## config.mk

```make
export PLATFORM = sky130hd
export DESIGN_NAME = adcs_seq_core
export DESIGN_NICKNAME = d
export VERILOG_FILES = /design/src/rtl/adcs_pkg.sv /design/src/rtl/adcs_seq_core.sv
export SDC_FILE = /design/constraint.sdc
export NUM_CORES = 1
export LEC_CHECK = 0
export ABC_AREA = 1
export BUFFER_PORTS_ARGS = -buffer_cell sky130_fd_sc_hd__buf_2
export CAP_MARGIN = 30
export CORE_MARGIN = 3
export CORE_UTILIZATION = 36
export CTS_BUF_LIST = sky130_fd_sc_hd__clkbuf_16
export CTS_CLUSTER_DIAMETER = 100
export DETAILED_ROUTE_END_ITERATION = 16
export GPL_ROUTABILITY_DRIVEN = 0
export MAX_ROUTING_LAYER = met4
export PLACE_DENSITY_LB_ADDON = 0.3
export SYNTH_ARGS = -nofsm -noshare
export SYNTH_HDL_FRONTEND = slang
export SYNTH_SLANG_ARGS = --single-unit
export TNS_END_PERCENT = 20
```

## constraint.sdc

```tcl
create_clock -name clk -period 3.05 [get_ports clk]
set_input_delay 0 -clock clk [delete_from_list [all_inputs] [get_ports clk]]
set_output_delay 0 -clock clk [all_outputs]
set_load 0.01 [all_outputs]
```

## src/rtl/adcs_pkg.sv

```systemverilog
// shared types and constants of the adc scan bus sequencer
package adcs_pkg;

    // input word mode codes
    localparam logic [1:0] MODE_TICK = 2'd0;
    localparam logic [1:0] MODE_CHAR = 2'd1;
    localparam logic [1:0] MODE_BUS  = 2'd2;

    // result kinds
    localparam logic [3:0] KIND_START     = 4'd0;
    localparam logic [3:0] KIND_WRITE     = 4'd1;
    localparam logic [3:0] KIND_READ_ACK  = 4'd2;
    localparam logic [3:0] KIND_READ_NACK = 4'd3;
    localparam logic [3:0] KIND_STOP      = 4'd4;
    localparam logic [3:0] KIND_SAMPLES   = 4'd5;
    localparam logic [3:0] KIND_ERROR     = 4'd6;
    localparam logic [3:0] KIND_ENABLE    = 4'd7;
    localparam logic [3:0] KIND_PERIOD    = 4'd8;

    // serial command characters
    localparam logic [7:0] CHAR_S    = 8'h53;
    localparam logic [7:0] CHAR_C    = 8'h43;
    localparam logic [7:0] CHAR_M    = 8'h4D;
    localparam logic [7:0] CHAR_ZERO = 8'h30;
    localparam logic [7:0] CHAR_ONE  = 8'h31;
    localparam logic [7:0] CHAR_TWO  = 8'h32;

    // scan periods in milliseconds
    localparam logic [13:0] PERIOD_FAST  = 14'd100;
    localparam logic [13:0] PERIOD_MID   = 14'd500;
    localparam logic [13:0] PERIOD_SLOW  = 14'd10000;

    // bus constants
    localparam logic [6:0] ADDR_RESET = 7'h50;
    localparam logic [7:0] CTRL_BASE  = 8'h80;

    typedef enum logic
    {
        APP_WAIT,
        APP_SCAN
    } app_phase_t;

    typedef enum logic [2:0]
    {
        BUS_IDLE,
        BUS_ADDR_W,
        BUS_CTRL,
        BUS_ADDR_R,
        BUS_HIGH,
        BUS_LOW
    } bus_phase_t;

    typedef enum logic [1:0]
    {
        CMD_NONE,
        CMD_S,
        CMD_C,
        CMD_M
    } cmd_t;

    typedef struct packed
    {
        logic [1:0] mode;
        logic [7:0] rx_char;
        logic       bus_ack;
        logic [7:0] bus_data;
    } adcs_in_t;

    typedef struct packed
    {
        logic [3:0]  kind;
        logic [7:0]  bus_byte;
        logic [11:0] sample_x;
        logic [11:0] sample_y;
        logic [11:0] sample_z;
        logic [13:0] echo_value;
        logic        last;
    } adcs_out_t;

    typedef struct packed
    {
        logic [6:0] device_address;
    } adcs_cfg_t;

    // one result before serialization
    typedef struct packed
    {
        logic [3:0]  kind;
        logic [7:0]  bus_byte;
        logic [13:0] echo_value;
    } adcs_entry_t;

    // all results caused by one input word
    typedef struct packed
    {
        logic [1:0]            count;
        adcs_entry_t [2:0]     entry;
        logic [11:0]           sample_x;
        logic [11:0]           sample_y;
        logic [11:0]           sample_z;
    } adcs_group_t;

endpackage

```

## src/rtl/adcs_seq_core.sv

```systemverilog
// sequencer state and per-word result generation
module adcs_seq_core #(
    parameter int NUM_CHANNELS = 3
) (
    input  logic                clk,
    input  logic                rst_n,
    input  logic                step,
    input  adcs_pkg::adcs_in_t  item,
    input  logic                cfg_we,
    input  adcs_pkg::adcs_cfg_t cfg_word,
    output adcs_pkg::adcs_group_t group
);

    localparam int CH_W = (NUM_CHANNELS > 1) ? $clog2(NUM_CHANNELS) : 1;
    localparam logic [7:0] CH_LIMIT = 8'(NUM_CHANNELS);
    localparam logic [CH_W:0] CH_COUNT = (CH_W + 1)'(NUM_CHANNELS);

    // state registers
    logic [6:0]                addr_reg;
    adcs_pkg::app_phase_t      app_reg, app_next;
    adcs_pkg::bus_phase_t      bus_reg, bus_next;
    logic [CH_W-1:0]           ch_reg, ch_next;
    logic [13:0]               ms_reg, ms_next;
    logic [13:0]               period_reg, period_next;
    logic                      en_reg, en_next;
    logic                      pend_reg, pend_next;
    logic                      held_reg, held_next;
    adcs_pkg::cmd_t            code_reg, code_next;
    logic [7:0]                high_reg, high_next;
    logic [11:0]               store_reg [NUM_CHANNELS];

    // decode signals
    logic [13:0]    ms_inc;
    logic           tick_hit;
    logic           pend_now;
    logic           is_tick, is_char, is_bus;
    logic           tick_start, cmd_take, cmd_exec;
    logic           s_exec, c_exec, m_start;
    logic           bus_act, ack_fail, low_done, more;
    logic           start_chan;
    logic [7:0]     digit;
    logic [CH_W:0]  ch_plus;
    logic [11:0]    new_sample;
    logic           store_wr;
    logic [11:0]    sample_view [3];
    logic [7:0]     addr_w_byte, addr_r_byte;
    logic [7:0]     c;

    // event decode
    always_comb
    begin
        c          = item.rx_char;
        ms_inc     = ms_reg + 14'd1;
        tick_hit   = ms_inc >= period_reg;
        pend_now   = pend_reg || tick_hit;
        is_tick    = step && (item.mode == adcs_pkg::MODE_TICK);
        is_char    = step && (item.mode == adcs_pkg::MODE_CHAR);
        is_bus     = step && (item.mode == adcs_pkg::MODE_BUS);
        tick_start = is_tick && (app_reg == adcs_pkg::APP_WAIT) && en_reg && pend_now;
        cmd_take   = is_char && !held_reg
                     && (c == adcs_pkg::CHAR_S || c == adcs_pkg::CHAR_C
                         || c == adcs_pkg::CHAR_M);
        cmd_exec   = is_char && held_reg;
        s_exec     = cmd_exec && (code_reg == adcs_pkg::CMD_S);
        c_exec     = cmd_exec && (code_reg == adcs_pkg::CMD_C);
        digit      = c - adcs_pkg::CHAR_ZERO;
        m_start    = cmd_exec && (code_reg == adcs_pkg::CMD_M)
                     && (app_reg == adcs_pkg::APP_WAIT)
                     && (c >= adcs_pkg::CHAR_ZERO) && (digit < CH_LIMIT);
        bus_act    = is_bus && (app_reg == adcs_pkg::APP_SCAN);
        ack_fail   = bus_act && !item.bus_ack
                     && (bus_reg == adcs_pkg::BUS_ADDR_W || bus_reg == adcs_pkg::BUS_CTRL
                         || bus_reg == adcs_pkg::BUS_ADDR_R);
        low_done   = bus_act && (bus_reg == adcs_pkg::BUS_LOW);
        ch_plus    = (CH_W + 1)'(ch_reg) + (CH_W + 1)'(1);
        more       = ch_plus < CH_COUNT;
        start_chan = tick_start || m_start || (low_done && more);
        new_sample = {high_reg, item.bus_data[7:4]};
        store_wr   = low_done && ((CH_W + 1)'(ch_reg) < CH_COUNT);
        addr_w_byte = {addr_reg, 1'b0};
        addr_r_byte = {addr_reg, 1'b1};
    end

    // sample values as seen after this word
    for (genvar i = 0; i < 3; i++)
    begin : g_view
        if (i < NUM_CHANNELS)
        begin : g_live
            assign sample_view[i] = (store_wr && ch_reg == CH_W'(i)) ? new_sample
                                                                        : store_reg[i];
        end
        else
        begin : g_absent
            assign sample_view[i] = 12'd0;
        end
    end

    // next state
    always_comb
    begin
        app_next    = app_reg;
        bus_next    = bus_reg;
        ch_next     = ch_reg;
        ms_next     = ms_reg;
        period_next = period_reg;
        en_next     = en_reg;
        pend_next   = pend_reg;
        held_next   = held_reg;
        code_next   = code_reg;
        high_next   = high_reg;

        if (is_tick)
        begin
            ms_next   = tick_hit ? 14'd0 : ms_inc;
            pend_next = pend_now;
            if (tick_start)
            begin
                pend_next = 1'b0;
                ch_next   = '0;
            end
        end

        if (cmd_take)
        begin
            held_next = 1'b1;
            unique case (c)
                adcs_pkg::CHAR_S: code_next = adcs_pkg::CMD_S;
                adcs_pkg::CHAR_C: code_next = adcs_pkg::CMD_C;
                default:          code_next = adcs_pkg::CMD_M;
            endcase
        end

        if (cmd_exec)
        begin
            held_next = 1'b0;
        end
        if (s_exec)
        begin
            en_next = (c == adcs_pkg::CHAR_ONE);
        end
        if (c_exec)
        begin
            case (c)
                adcs_pkg::CHAR_ZERO: period_next = adcs_pkg::PERIOD_FAST;
                adcs_pkg::CHAR_ONE:  period_next = adcs_pkg::PERIOD_MID;
                adcs_pkg::CHAR_TWO:  period_next = adcs_pkg::PERIOD_SLOW;
                default:             period_next = period_reg;
            endcase
        end
        if (m_start)
        begin
            ch_next = digit[CH_W-1:0];
        end

        if (bus_act)
        begin
            unique case (bus_reg)
                adcs_pkg::BUS_ADDR_W: bus_next = adcs_pkg::BUS_CTRL;
                adcs_pkg::BUS_CTRL:   bus_next = adcs_pkg::BUS_ADDR_R;
                adcs_pkg::BUS_ADDR_R: bus_next = adcs_pkg::BUS_HIGH;
                adcs_pkg::BUS_HIGH:
                begin
                    high_next = item.bus_data;
                    bus_next  = adcs_pkg::BUS_LOW;
                end
                adcs_pkg::BUS_LOW:
                begin
                    if (more)
                    begin
                        ch_next = ch_plus[CH_W-1:0];
                    end
                    else
                    begin
                        app_next = adcs_pkg::APP_WAIT;
                        bus_next = adcs_pkg::BUS_IDLE;
                    end
                end
                default:
                begin
                    app_next = adcs_pkg::APP_WAIT;
                    bus_next = adcs_pkg::BUS_IDLE;
                end
            endcase
            if (ack_fail)
            begin
                app_next = adcs_pkg::APP_WAIT;
                bus_next = adcs_pkg::BUS_IDLE;
            end
        end

        // a new channel always restarts at the address write
        if (start_chan)
        begin
            app_next = adcs_pkg::APP_SCAN;
            bus_next = adcs_pkg::BUS_ADDR_W;
        end
    end

    // results of this word
    always_comb
    begin
        group          = '0;
        group.sample_x = sample_view[0];
        group.sample_y = sample_view[1];
        group.sample_z = sample_view[2];

        if (low_done)
        begin
            group.entry[0].kind = adcs_pkg::KIND_STOP;
            if (more)
            begin
                group.count             = 2'd3;
                group.entry[1].kind     = adcs_pkg::KIND_START;
                group.entry[2].kind     = adcs_pkg::KIND_WRITE;
                group.entry[2].bus_byte = addr_w_byte;
            end
            else
            begin
                group.count         = 2'd2;
                group.entry[1].kind = adcs_pkg::KIND_SAMPLES;
            end
        end
        else if (start_chan)
        begin
            group.count             = 2'd2;
            group.entry[0].kind     = adcs_pkg::KIND_START;
            group.entry[1].kind     = adcs_pkg::KIND_WRITE;
            group.entry[1].bus_byte = addr_w_byte;
        end
        else if (ack_fail)
        begin
            group.count         = 2'd2;
            group.entry[0].kind = adcs_pkg::KIND_STOP;
            group.entry[1].kind = adcs_pkg::KIND_ERROR;
        end
        else if (s_exec)
        begin
            group.count               = 2'd1;
            group.entry[0].kind       = adcs_pkg::KIND_ENABLE;
            group.entry[0].echo_value = {13'd0, en_next};
        end
        else if (c_exec)
        begin
            group.count               = 2'd1;
            group.entry[0].kind       = adcs_pkg::KIND_PERIOD;
            group.entry[0].echo_value = period_next;
        end
        else if (bus_act)
        begin
            case (bus_reg)
                adcs_pkg::BUS_ADDR_W:
                begin
                    group.count             = 2'd1;
                    group.entry[0].kind     = adcs_pkg::KIND_WRITE;
                    group.entry[0].bus_byte = adcs_pkg::CTRL_BASE | 8'(ch_reg);
                end
                adcs_pkg::BUS_CTRL:
                begin
                    group.count             = 2'd2;
                    group.entry[0].kind     = adcs_pkg::KIND_START;
                    group.entry[1].kind     = adcs_pkg::KIND_WRITE;
                    group.entry[1].bus_byte = addr_r_byte;
                end
                adcs_pkg::BUS_ADDR_R:
                begin
                    group.count         = 2'd1;
                    group.entry[0].kind = adcs_pkg::KIND_READ_ACK;
                end
                adcs_pkg::BUS_HIGH:
                begin
                    group.count         = 2'd1;
                    group.entry[0].kind = adcs_pkg::KIND_READ_NACK;
                end
                default:
                begin
                    group.count = 2'd0;
                end
            endcase
        end
    end

    // state update
    always_ff @(posedge clk or negedge rst_n)
    begin
        if (!rst_n)
        begin
            addr_reg   <= adcs_pkg::ADDR_RESET;
            app_reg    <= adcs_pkg::APP_WAIT;
            bus_reg    <= adcs_pkg::BUS_IDLE;
            ch_reg     <= '0;
            ms_reg     <= 14'd0;
            period_reg <= adcs_pkg::PERIOD_MID;
            en_reg     <= 1'b1;
            pend_reg   <= 1'b0;
            held_reg   <= 1'b0;
            code_reg   <= adcs_pkg::CMD_NONE;
            high_reg   <= 8'd0;
            for (int i = 0; i < NUM_CHANNELS; i++)
            begin
                store_reg[i] <= 12'd0;
            end
        end
        else
        begin
            if (cfg_we)
            begin
                addr_reg <= cfg_word.device_address;
            end
            app_reg    <= app_next;
            bus_reg    <= bus_next;
            ch_reg     <= ch_next;
            ms_reg     <= ms_next;
            period_reg <= period_next;
            en_reg     <= en_next;
            pend_reg   <= pend_next;
            held_reg   <= held_next;
            code_reg   <= code_next;
            high_reg   <= high_next;
            if (store_wr)
            begin
                store_reg[ch_reg] <= new_sample;
            end
        end
    end

endmodule

```

==> flow_summary.toml <==
[outcome]
status = "finished, final reports clean"

[timing]
timing.final.crit_share = 0.9940
worst_slack_ns = 0.01843
rsz0062_at_grt = "yes"
drv_slew = 0
fin_crit_ns = 3.032
skew_ns = 0.01053
fmax_mhz = 329.9
finalHoldViolations = 0
tightest_slew_ns = 0.8204
setup_viol = 0
relSlewSlack = 0.4525
setup_tns_ns = 0

[worst_setup_path]
crit_path_top_delay_cell = "dfrtp_1"
crit_chain = "nand2_1, nor3_2, nand2_1, nor2_4, xor2_1, inv_1, ha_1, a21oi_1, nor2_1, nor2_2, nand4_1, nand2_4, nand3_4, nand2_2, inv_1, buf_2"
crit_path_end_kind = "output port"
path_class = "flop to output port"
worstPathMaxFanout = 7
critPathBufInv = 3
crit_family = "simple AND/OR/NAND/NOR gates"
worstPathArrival_ns = 3.03
required_ns = 3.05
critPathMaxStageDelay_ns = 0.41
crit_path_start_kind = "flop"

[route]
post_drt_wl_per_cell_um = 13.21
drt_iter0_drc = 272
routed_wl_mm = 12.48
ant_nets = 0
avgViaCountPerCell = 4.519
drc_errors = 0
via_count = 4270
first_pass_iters = 7

[layout]
n_fill_cell = 1344
num-nets-final = 806
layout-drive-gt1-share = 0.2728
syn2layout_area_growth_pct = 26.48
largest_reg_flops = 36
final_cell_mix = "nand2_1 (130), inv_1 (106), buf_2 (106), dfrtp_1 (81), nor2_1 (39)"
fin_cells = 945
multi_input_area_mm2 = 0.002232
seq_area_mm2 = 0.002263
final_common_cell = "nand2_1"

[power]
pwr_density_cell_mw_per_mm2 = 545.6
p_sw_mw = 1.057
pwr-share-clk = 0.371
switching_share = 0.3041
internal_power_mw = 2.419
power_mw = 3.476
ir_worst_vdd_v = 0.0003024
p_seq_frac = 0.416
pwr-share-comb = 0.214
leakagePower_nw = 3.623

[synth]
ys_ff_latch = 90
synth_flop_cell = "dfrtp_1"
muxShareOfSynthArea = 0.001987
syn_area_mm2 = 0.005037
syn_avg_cell_area_um2 = 8.112
synth_edf_count = 0
synth_fa_ha_area_frac = 0.03726
synth_top_family_by_area = "simple AND/OR/NAND/NOR gates"
yosysWarnings = 0
yosysSeqAreaShare = 0.4493
syn_inst = 621
async_flop_share = 1.000
yosys.area_share.xor_xnor = 0.01565
synth-simple-area-share = 0.2253
synth.distinct_cells = 40
synth_compound_area_frac = 0.1085

[floorplanning]
coreArea_mm2 = 0.01345
die-area_mm2 = 0.01545
ioPinCount = 146
fp.dieW_um = 124.3
num_rows = 42
initial_core_util = 0.3744
die_h_um = 124.3

[global_routing]
grt.total_usage = 0.1627
antenna_found_initial = 3
grt_pass1_vias = 4035
overflow = 0
grt_max_degree = 48
grt_pass1_wl_mm = 20.01

[worst_hold_path]
hp-class = "primary input to flop"

[placement]
post-place-cells = 896
io_buffers = 107
dpl.hpwl_mm = 9.017
dpl_worst_slack_ns = 0.1533

[clocking]
clk_path_buf_depth = 2
cts.sinks = 90
clockRootBuffer = "clkbuf_16"
clk_pin_slew_ns = 0.07
worstSkewPairLatency_ns = 0.35
tritoncts = "done"
htree_levels = 3
cts_buffers = 9

[run]
drv_cap = 0
## power groups by stage
stage	sequential (mW)	combinational, mW	clock, mW
after global routing	1.46	0.852	1.37
after detailed placement	1.46	0.655	0
final	1.45	0.743	1.29
after CTS	1.44	0.687	1.32
after floorplan	1.43	0.520	0
after global placement	1.46	0.655	0
## timing repair
| item | in CTS | in global routing |
|---|---|---|
| pin swaps | 0 | 17 |
| endpoints found under the setup margin | 9 | 9 |
| hold buffers | 25 | 0 |
| resized for setup | 3 | 27 |
| setup buffers | 0 | 5 |
| hold endpoints to repair | 60 | 0 |
## final cells by class
type                    count  share of cell area
diodes                      3            0.001178
clock buffers               9             0.03535
clock inverters             7             0.01885
inverters                 116             0.06834
multi-input cells         402              0.3504
flip-flops and latches     90              0.3553
well taps                 176             0.03456
repair buffers            142              0.1361
## cells in the mapped netlist, types with 6 or more instances
cell type	instances	area (um^2)
o21ai_0	36	180.2
nor2_1	43	161.4
nand4_1	10	62.56
o21ai_1	8	40.04
dfrtp_1	81	2027
o21ai_2	17	148.9
nand2_1	138	518.0
nor3_1	14	70.07
o22ai_1	6	37.54
xor2_1	9	78.83
ha_1	15	187.7
buf_4	40	300.3
a21oi_1	21	105.1
inv_2	7	26.28
inv_1	108	405.4
dfstp_2	9	236.5
nand3_1	18	90.09
## per-stage QoR
step / hold WS (ns) / area, um^2 / util
final: 0.003610 / 6371 / 0.4736
after floorplan: -0.2956 / 5176 / -
after global placement: 0.05773 / 5595 / 0.4159
after detailed placement: 0.06533 / 5595 / 0.4159
after CTS: 0.007334 / 6201 / 0.4609
after global routing: 0.01455 / 6371 / 0.4736
## cells by family after synthesis
family,count (synthesis)
AO/OA/AOI/OAI,93
XOR/XNOR,9
adder cells (fa/ha/maj),15
buffers and inverters,166
flip-flops,90
multiplexers,1
other,1
AND/OR/NAND/NOR,246
## final timing paths
| check | startpoint | slack (ns) | depth (start not counted) | endpoint |
|---|---|---|---|---|
| worst max-delay path | ms_reg[4]$_DFFE_PN0P_ | 0.02 | 16 | group[80] |
| worst min-delay path | cfg_we | 0.004 | 3 | addr_reg[1]$_DFFE_PN0P_ |
| worst max register to register | ms_reg[4]$_DFFE_PN0P_ | 0.31 | 17 | ms_reg[3]$_DFFE_PN0P_ |
| worst min register to register | store_reg[19]$_DFFE_PN0P_ | 0.47 | 2 | store_reg[19]$_DFFE_PN0P_ |
| max in group asynchronous | rst_n | 2.04 | 3 | addr_reg[6]$_DFFE_PN1P_ |
| min in group asynchronous | rst_n | 0.21 | 2 | ms_reg[5]$_DFFE_PN0P_ |
## per-layer routing
layer / up-vias / wire length, um / GRT usage
met5: - / 0 / -
met4: 0 / 168 / 0.04449
met3: 14 / 734 / 0.04588
met2: 119 / 6155 / 0.2567
met1: 1984 / 5424 / 0.2064
li1: 2153 / - / -
## tightest hold or removal path: stages
cell and delay, ns:
buf_2 0.17, nand2_1 0.07, o21ai_0 0.07
(Power assumes the default switching activity.)
